==> config.mk <==
export PLATFORM = sky130hd
export DESIGN_NAME = ice_fifo
export DESIGN_NICKNAME = d
export VERILOG_FILES = /design/src/design/ice_pkg.sv /design/src/design/ice_fifo.sv
export SDC_FILE = /design/constraint.sdc
export NUM_CORES = 1
export LEC_CHECK = 0
export ABC_AREA = 1
export BUFFER_PORTS_ARGS = -buffer_cell sky130_fd_sc_hd__buf_2
export CAP_MARGIN = 20
export CORE_ASPECT_RATIO = 0.8
export CORE_MARGIN = 10
export CORE_UTILIZATION = 55
export DETAILED_ROUTE_END_ITERATION = 6
export PLACE_DENSITY = 0.84
export SETUP_SLACK_MARGIN = 0.15
export SLEW_MARGIN = 15
export SYNTH_ARGS = -nofsm -noshare
export SYNTH_HDL_FRONTEND = slang
export SYNTH_SLANG_ARGS = --single-unit
==> constraint.sdc <==
create_clock -name clk -period 2.06 [get_ports clk]
set_input_delay 0.412 -clock clk [delete_from_list [all_inputs] [get_ports clk]]
set_output_delay 0.412 -clock clk [all_outputs]
set_load 0.02 [all_outputs]
==> src/design/ice_pkg.sv <==
// Shared types and constants for the interface crossing event tracker.
`timescale 1ns / 1ps

package ice_pkg;

  localparam logic [31:0] CODE_ENTER = 32'h4040_0000;
  localparam logic [31:0] CODE_AWAY  = 32'h3F80_0000;

  localparam int QUEUE_DEPTH = 4;
  localparam int QPTR_W      = 2;

  typedef enum logic [1:0] {
    PH_NEVER  = 2'd0,
    PH_INSIDE = 2'd1,
    PH_LEFT   = 2'd2,
    PH_ENDED  = 2'd3
  } phase_t;

  typedef struct packed {
    logic [31:0] frame_index;
    logic [15:0] particle_id;
    logic        is_enter;
    logic [31:0] pos_x;
    logic [31:0] pos_y;
    logic [31:0] pos_z;
  } item_t;

  typedef struct packed {
    logic [31:0] frame;
    logic [31:0] pos_x;
    logic [31:0] pos_y;
    logic [31:0] pos_z;
  } start_t;

endpackage

==> src/design/ice_fifo.sv <==
// Short queue between the front and back parts of the tracker.
`timescale 1ns / 1ps

module ice_fifo #(
  parameter int DATA_W = 8
) (
  input  logic              clk,
  input  logic              rst_n,
  input  logic              push,
  input  logic [DATA_W-1:0] push_data,
  output logic              full,
  input  logic              pop,
  output logic [DATA_W-1:0] pop_data,
  output logic              empty
);

  logic [DATA_W-1:0]         mem_r [ice_pkg::QUEUE_DEPTH];
  logic [ice_pkg::QPTR_W-1:0] wr_ptr_r;
  logic [ice_pkg::QPTR_W-1:0] rd_ptr_r;
  logic [ice_pkg::QPTR_W:0]   count_r;
  logic                       do_push;
  logic                       do_pop;

  assign full     = (count_r == (ice_pkg::QPTR_W + 1)'(ice_pkg::QUEUE_DEPTH));
  assign empty    = (count_r == '0);
  assign do_push  = push && !full;
  assign do_pop   = pop && !empty;
  assign pop_data = mem_r[rd_ptr_r];

  always_ff @(posedge clk) begin
    if (do_push) begin
      mem_r[wr_ptr_r] <= push_data;
    end
  end

  always_ff @(posedge clk) begin
    if (!rst_n) begin
      wr_ptr_r <= '0;
      rd_ptr_r <= '0;
      count_r  <= '0;
    end else begin
      if (do_push) begin
        wr_ptr_r <= wr_ptr_r + 1'b1;
      end
      if (do_pop) begin
        rd_ptr_r <= rd_ptr_r + 1'b1;
      end
      if (do_push && !do_pop) begin
        count_r <= count_r + 1'b1;
      end else if (do_pop && !do_push) begin
        count_r <= count_r - 1'b1;
      end
    end
  end

endmodule

==> out/metrics.cfg <==
[cts]
cts.sinks=41
postCtsSetupBuffers=0
cts_tree=done
holdBufCountCts=0
cts_root_buffer=clkbuf_8
clk_latency_ns=0.29
cts_buffers=5
htreeDepth=2
cts_max_path_buffers=2
cts.clk_slew.worst_paths_ns=0.07

[finish]
layout-drive-gt1-share_pct=26.97
fillers=208
num_antenna_cells=0
fin_util_pct=69.97
layout_common_cells=edfxtp_1 (32), nor2_1 (29), buf_2 (21)
area_growth_pct=18.34
layout.nets=195
layout_commonest_cell=edfxtp_1

[synthesis]
netlist.top_cell.by_area=edfxtp_1
synth_nets=164
ys_ff_latch=41
ys_top_cells_by_area=edfxtp_1 (57%), dfxtp_1 (11%), nor2_1 (6.7%), o21ai_0 (3.9%), inv_1 (3.8%)
ys_warn_count=0
synth_area_um2=1685
synth_cell_types=18
synth_cells=146
syn_avg_cell_area_um2=11.54
ys_seq_area_share_pct=67.71
yosysTopAreaCellShare_pct=57.02

[critical_path]
start_kind=flop
cp_max_fo=5
r2r-end=count_r[1]
cp-endpoint=count_r[1]
worstPathArrival_ns=2.01
r2r_start=count_r[1]
critPathCaptureType=flop
slowest_stage=fa_1
cp_cell_sequence=nor2_4 -> nand2_2 -> nand2_4 -> inv_2 -> ha_2 -> inv_1 -> fa_1 -> o21ai_2 -> nor2_1
cp_slowest_stage_delay_ns=0.45
r2r_slack_ns=0.24
cp.required_ns=2.25
rr_worst_depth=9
setup.worst_path.class=reg2reg
crit_start=count_r[1]

[global_route]
antenna_found_initial=0
grt_pass1_wl_mm=5.181
grt_max_degree=17
track_usage_pct=11.91
grt_pass1_vias=1098
overflow=0

[placement]
port_buffers=21
dp_hpwl_mm=2.210
globalplace.congestion=0.7804

[drt]
via_count=1153
drtPass1Iterations=4
wl_mm=3.305
viasPerCell=5.338
ant_nets=0
wl_per_cell_um=15.30
drt_iter0_markers=86
drc=0

[power]
power.density_nw_per_um2=1271
p_leak_nw=0.7952
ir_worst_vdd_mv=0.9732

[floorplan]
die_area_um2=5692
initial_core_util_pct=59.13
fp.dieW_um=81.89
core-area_um2=2850
die_h_um=69.51
io_pins=22
num_rows=17

[timing]
rsz0062_at_grt=true
slew_headroom_pct=78.69
hold_violations=0
clock_skew_ns=0.007065
finalSetupViolations=0
worst_pin_slew_ns=0.3192
fin_setup_tns_ns=0
fin_crit_ns=1.819
timing.fmax_ghz=0.5497
drv_slew=0
post-route-period-util_pct=88.30

[worst_hold_path]
hold_class=in2reg

[run]
drv_cap=0

[status]
status=finished clean

[per-layer routing]
metal / wire (µm) / GRT usage [%] / part of all wire [%]
met5: 0 / 0 / 0
met4: 44 / 4.494 / 1.3
met3: 250 / 5.685 / 7.6
met2: 1710 / 19.95 / 52
met1: 1298 / 12.41 / 39
[through the flow]
stage | hold slack (ns) | power, mW | worst slack [ns] | std cells | instance area [µm²]
floorplan | 0.4640 | 1.633 | 0.3673 | 146 | 1685
global placement | 0.4835 | 1.822 | 0.2999 | 208 | 1853
detailed placement | 0.5106 | 1.867 | 0.1522 | 208 | 1853
CTS | 0.3202 | 2.495 | 0.1130 | 216 | 1963
global route | 0.3233 | 2.689 | 0.1440 | 216 | 1994
finish | 0.3346 | 2.535 | 0.2409 | 216 | 1994
[worst max-delay path: cells and delay by family, from the launching register on]
family	cells	cell delay, ns
AOI/OAI and AO/OA	1	0.17
buffers and inverters	2	0.14
adders and majority gates	2	0.63
and+or+nand+nor	4	0.41
DFF	1	0.37
[where the power goes]
part           internal (mW)  switching, mW  leakage (nW)  total [mW]
combinational          0.284          0.526         0.373       0.810
sequential              1.03         0.0893         0.369        1.12
clock                  0.357          0.249        0.0528       0.607
[worst min path at each step]
stage          cells past startpoint    startpoint  slack (ns)     endpoint
2_1_floorplan                      2   rd_ptr_r[1]        0.46         flop
3_3_place_gp                       2   rd_ptr_r[1]        0.48  rd_ptr_r[1]
3_5_place_dp                       2   rd_ptr_r[0]        0.51  rd_ptr_r[0]
4_1_cts                            1  push_data[6]        0.32  mem_r[1][6]
5_1_grt                            1  push_data[7]        0.32  mem_r[0][7]
6_report                           1  push_data[6]        0.33  mem_r[1][6]
[flip-flops by register name, summed over array words and instances, names as in the netlist, named ones only]
signal / cells
count_r: 3
mem_r: 32
wr_ptr_r: 2
rd_ptr_r: 2
[what timing repair did]
item                       4_1_cts  5_1_grt
gates cloned                     0        0
pin swaps                        0        0
setup endpoints to repair        3        7
gates resized for setup          3       13
[Yosys cell counts]
master and n:
o22ai_1 8, inv_2 1, o21ai_1 1, edfxtp_1 32
o21ai_2 3, dfxtp_1 9, nand3b_1 1, inv_1 17
fa_1 1, ha_1 5, nand2_2 2, buf_6 2
o21ai_0 13, nand2_1 13, nand3_1 4, xor2_1 1
a21oi_1 3, nor2_1 30
[layout make-up]
cell class,count,area (µm²),area share [%]
clock buffers,6,72.57,3.639
clock inverters,2,33.78,1.694
inverters,18,67.56,3.388
multi-input cells,85,478.0,23.96
flip-flops and latches,41,1152,57.78
well taps,38,47.55,2.384
repair buffers,26,142.6,7.152
[kinds of logic after synthesis]
group                      Yosys count  synth area share, %
buffers and inverters               20                5.345
DFF                                 41                67.71
AOI/OAI and AO/OA                   28                9.577
adders and majority gates            6                4.900
and+or+nand+nor                     50                11.95
xor gates and xnor gates             1               0.5198
Power figures use the tool's default switching activity.
