$ cat src/design/ice_pkg.sv
// Shared types and constants for the interface crossing event tracker.
`timescale 1ns / 1ps

package ice_pkg;

  localparam logic [31:0] CODE_ENTER = 32'h4040_0000;
  localparam logic [31:0] CODE_AWAY  = 32'h3F80_0000;

  localparam int QUEUE_DEPTH = 4;
  localparam int QPTR_W      = 2;

  typedef enum logic [1:0] {
    PH_NEVER  = 2'd0,
    PH_INSIDE = 2'd1,
    PH_LEFT   = 2'd2,
    PH_ENDED  = 2'd3
  } phase_t;

  typedef struct packed {
    logic [31:0] frame_index;
    logic [15:0] particle_id;
    logic        is_enter;
    logic [31:0] pos_x;
    logic [31:0] pos_y;
    logic [31:0] pos_z;
  } item_t;

  typedef struct packed {
    logic [31:0] frame;
    logic [31:0] pos_x;
    logic [31:0] pos_y;
    logic [31:0] pos_z;
  } start_t;

endpackage

$ cat src/design/ice_front.sv
// Front part: accepts observations, classifies the code and reduces the id to a table slot.
`timescale 1ns / 1ps

module ice_front #(
  parameter int ID_COUNT = 65536
) (
  input  logic                        clk,
  input  logic                        rst_n,
  input  logic                        in_valid,
  output logic                        in_stall,
  input  logic [31:0]                 in_frame_index,
  input  logic [15:0]                 in_particle_id,
  input  logic [31:0]                 in_region_code,
  input  logic [31:0]                 in_pos_x,
  input  logic [31:0]                 in_pos_y,
  input  logic [31:0]                 in_pos_z,
  input  logic                        clearing,
  input  logic                        q_full,
  output logic                        q_push,
  output logic [$clog2(ID_COUNT)-1:0] q_slot,
  output ice_pkg::item_t              q_item
);

  localparam int          SLOT_W = $clog2(ID_COUNT);
  localparam int          RW     = (SLOT_W > 16) ? SLOT_W : 16;
  localparam logic [63:0] IDC    = 64'(ID_COUNT);

  logic           a_valid_r;
  logic           a_valid_nxt;
  ice_pkg::item_t a_item_r;
  logic [RW-1:0]  a_rem_r;
  logic [RW-1:0]  rem_a;
  logic [RW-1:0]  rem_b;
  logic           is_enter;
  logic           is_away;
  logic           in_take;

  assign is_enter = (in_region_code == ice_pkg::CODE_ENTER);
  assign is_away  = (in_region_code == ice_pkg::CODE_AWAY);
  assign in_stall = clearing || (a_valid_r && q_full);
  assign in_take  = in_valid && !in_stall && (is_enter || is_away);
  assign q_push   = a_valid_r && !q_full;

  // The id is reduced modulo the table size by conditional subtraction, upper half here.
  always_comb begin
    rem_a = RW'(in_particle_id);
    for (int k = 15; k >= 8; k--) begin
      if ((IDC << k) <= 64'hFFFF) begin
        if (rem_a >= RW'(IDC << k)) begin
          rem_a = rem_a - RW'(IDC << k);
        end
      end
    end
  end

  always_comb begin
    rem_b = a_rem_r;
    for (int k = 7; k >= 0; k--) begin
      if ((IDC << k) <= 64'hFFFF) begin
        if (rem_b >= RW'(IDC << k)) begin
          rem_b = rem_b - RW'(IDC << k);
        end
      end
    end
  end

  assign q_slot = rem_b[SLOT_W-1:0];
  assign q_item = a_item_r;

  always_comb begin
    a_valid_nxt = a_valid_r;
    if (in_take) begin
      a_valid_nxt = 1'b1;
    end else if (q_push) begin
      a_valid_nxt = 1'b0;
    end
  end

  always_ff @(posedge clk) begin
    if (!rst_n) begin
      a_valid_r <= 1'b0;
    end else begin
      a_valid_r <= a_valid_nxt;
    end
  end

  always_ff @(posedge clk) begin
    if (in_take) begin
      a_rem_r              <= rem_a;
      a_item_r.frame_index <= in_frame_index;
      a_item_r.particle_id <= in_particle_id;
      a_item_r.is_enter    <= is_enter;
      a_item_r.pos_x       <= in_pos_x;
      a_item_r.pos_y       <= in_pos_y;
      a_item_r.pos_z       <= in_pos_z;
    end
  end

endmodule

$ cat config.mk
export PLATFORM = sky130hd
export DESIGN_NAME = ice_front
export DESIGN_NICKNAME = d
export VERILOG_FILES = /design/src/design/ice_pkg.sv /design/src/design/ice_front.sv
export SDC_FILE = /design/constraint.sdc
export NUM_CORES = 1
export LEC_CHECK = 0
export ABC_AREA = 1
export BUFFER_PORTS_ARGS = -buffer_cell sky130_fd_sc_hd__buf_2
export CORE_AREA = 2 2 134 136
export CTS_BUF_LIST = sky130_fd_sc_hd__clkbuf_8
export CTS_CLUSTER_DIAMETER = 150
export DETAILED_ROUTE_END_ITERATION = 16
export DIE_AREA = 0 0 136 138
export HOLD_SLACK_MARGIN = 0.1
export MAX_ROUTING_LAYER = met4
export PLACE_DENSITY = 0.6
export SLEW_MARGIN = 20
export SYNTH_ARGS = -nofsm -noshare
export SYNTH_HDL_FRONTEND = slang
export SYNTH_SLANG_ARGS = --single-unit
$ cat constraint.sdc
create_clock -name clk -period 27.9 [get_ports clk]
set_clock_uncertainty 0.1 [all_clocks]
set_input_delay 2.79 -clock clk [delete_from_list [all_inputs] [get_ports clk]]
set_output_delay 2.79 -clock clk [all_outputs]
set_load 0.005 [all_outputs]
==> metrics.md <==
| Metric | Value |
|---|---|
| Status | finished clean |
| Reg2reg path depth | 5 |
| Cell Count, Final, Fillers Out | ~820 |
| Largest net degree at the start of global routing | 77 |
| Post-DP HPWL | between 9000 and 10000 um |
| Initial Utilization | 0.274 |
| Area post-placement | 6710 um2 |
| Post-Syn Area | 4800 um2 |
| Die Area | 18800 um2 |
| Crit path buf inv count | 2 |
| CP max-delay cell | nand2_1 |
| Final Max Slew Viols | 0 |
| DR iter-0 viols | 127 |
| Cts bufs inserted | 17 |
| CTS resizes | 0 |
| Final WL | 12400 um |
| Critical Path Fanout Max | 3 |
| Layout area overhead | 48.1% |
| Post-CTS Setup Bufs | 0 |
| First-pass GRT wire length | 18300 um |
| Final setup violation count | 0 |
| Largest area contributor in the netlist | edfxtp_1 |
| Die W | 136 um |
| Final Wtd Congestion | 0.785 |
| Highest routed layer | met4 |
| CP Launch Type | primary input |
| Sequential-to-total area share from yosys stat | 0.910 |
| Initial antenna violation count | 1 |
| Met3 WL | between 1000 and 1500 um |
| Share of the synthesized area in the top cell type | 0.906 |
| Final Hold Fails | 0 |
| Grt ovf | 0 |
| Vias in the first global route | 3515 |
| Pwr Density | 59.3 nW/um2 |
| Count leader, synth | edfxtp_1 |
| Setup tns final | 0 ns |
| FMAX | approximately 160 MHz |
| FF+latch count, synth | between 100 and 150 |
| R2R Setup Slk | ~26 ns |
| Final Net Count | 763 |
| Crit-path max cell delay | roughly 0.13 ns |
| Max Root-Sink Buffers | 2 |
| Met2 WL | 6370 um |
| Mapped Nets | 415 |
| Fill count | 1700 |
| EDFF count, synth | 145 |
| Ys Warns | 0 |
| Placed Instances | between 700 and 800 |
| Clk root buf | clkbuf_8 |
| DRC viols | 0 |
| Leakage power | 0.00301 uW |
| Worst Hold Depth | 2 |
| Peak VDD IR | 0.0230 mV |
| Worst-path clk slew | ~0.08 ns |
| N_diodes | 0 |
| Vias per cell | just over 4 |
| DRT met1 WL | 4660 um |
| Kind of end point of the critical path | output pin |
| Hold EP | a_valid_r |
| Tightest Pin Transition | about 0.96 ns |
| Hold_sp | a_valid_r |
| Worst hold slack | about 0.46 ns |
| DR WL/cell | 15.1 um |
| Synth unique cells | 13 |
| Final worst path period share | 0.218 |
| Syn Area/Cell | a little over 20 um2 |
| Largest delay contributor family on the critical path | buffers and inverters |
| Die Y | about 140 um |
| Largest cells by area after synthesis | edfxtp_1 91%, buf_4 2.5%, nor2_1 2.0% |
| Worst EP arrival | 3.20 ns |
| Worst Path Required | 25.01 ns |
| Slew HR | 0.359 |
| First-pass DRT Iterations | 4 |
| Synth cell count leaders | 145 x edfxtp_1, 26 x nor2_1, 24 x nand2_1 |
| CTS sink cnt | between 100 and 150 |
| # hold bufs at CTS | 0 |
| Placeable Area | 17500 um2 |
| Tot GR Track Use | 0.134 |
| Vias | 3325 |
| Design area | 7120 um2 |
| Skew-Pair Late Insertion Delay | between 0.4 and 0.5 ns |
| Port buffer count | 343 |
| R2r startpoint | a_valid_r |
| CP Class | in -> out |
| FFs w/ async S/R, synth | 0 |
| Share of layout cells above drive strength 1 | 0.650 |
| Mapped Cells | 234 |
| Io pins | 344 |
| RR Endpoint | q_slot[3] |
| Hold Crit Class | reg -> reg |
| TritonCTS clock tree | built |
| DP Worst Slack | ~22 ns |
| Fin worst setup slack | between 20 and 25 ns |
| Antenna-violating nets left | 0 |
| Max H-tree Level | 4 |
| Most used DFF post-synth | edfxtp_1 |
| Max Cap Viol | 0 |
| RSZ-0062 raised after global routing | false |
| Crit path cell chain | buf_2 > nand2_1 > nand2_1 > buf_2 |
| Min cycle time layout | 6.09 ns |
| Rows | 49 |
-- per-layer routing --
layer	global-route usage	vias up
met5	-	-
met1	0.143	1567
li1	-	1540
met2	0.225	205
met4	0.0587	0
met3	0.0462	13
-- registers in the layout, indices dropped and copies added (netlist names) --
register / flops
q_item: 129
q_slot: 16
a_valid_r: 1
-- report_power, final --
part           internal (uW)  switching, uW
combinational           9.45           5.36
sequential               241   0.0000000244
clock                   82.1           84.7
-- worst min-delay path, stage by stage (launching register included) --
cell	delay [ns]
dfxtp_1	0.33
nand2_1	0.13
a21oi_2	0.07
-- per-stage QoR --
step	power, uW	utilization
6_report	422	0.406
5_1_grt	441	0.406
4_1_cts	430	0.406
3_5_place_dp	261	0.383
3_3_place_gp	260	0.383
2_1_floorplan	247	-
-- how the worst max path moves through the flow --
stage | startpoint | endpoint | slack, ns | cells past startpoint
3_3_place_gp | q_full | in_stall | 21.83 | 4
3_5_place_dp | q_full | in_stall | 21.80 | 4
4_1_cts | q_full | in_stall | 21.80 | 4
5_1_grt | q_full | in_stall | 21.77 | 4
2_1_floorplan | in_region_code[15] | q_item[0] | 17.07 | 6
6_report | q_full | in_stall | 21.81 | 4
-- cell usage in the layout, fill, tap and decap left out --
master,instances
dfxtp_1,1
nand2_2,2
clkinv_2,1
clkinvlp_4,1
buf_2,343
nor2_4,1
clkbuf_8,17
a21oi_2,1
clkinv_1,1
nand2_1,24
edfxtp_1,145
nor2_1,26
inv_6,6
nand4_1,1
clkinv_4,2
bufinv_16,2
buf_4,2
a21boi_4,1
inv_8,2
nand3_1,1
inv_1,9
nor2_2,6
-- layout make-up --
| cell class | count | area, um2 | share of cell area |
|---|---|---|---|
| Clock buffer | 17 | 234 | 0.0329 |
| Clock inverter | 15 | 169 | 0.0237 |
| Inverter | 9 | 33.8 | 0.00475 |
| Multi-Input combinational cell | 63 | 288 | 0.0404 |
| Sequential cell | 146 | 4370 | 0.615 |
| Tap cell | 229 | 287 | 0.0403 |
| Timing Repair Buffer | 345 | 1730 | 0.243 |
-- cell families (layout without fill, tap and decap cells) --
logic type      after synthesis  after routing  synth area share
compound gates                2              2           0.00339
buf+inv                      25            386            0.0320
flops                       146            146             0.910
simple gates                 61             61            0.0542
No activity file was read; power rests on OpenSTA's default activity.
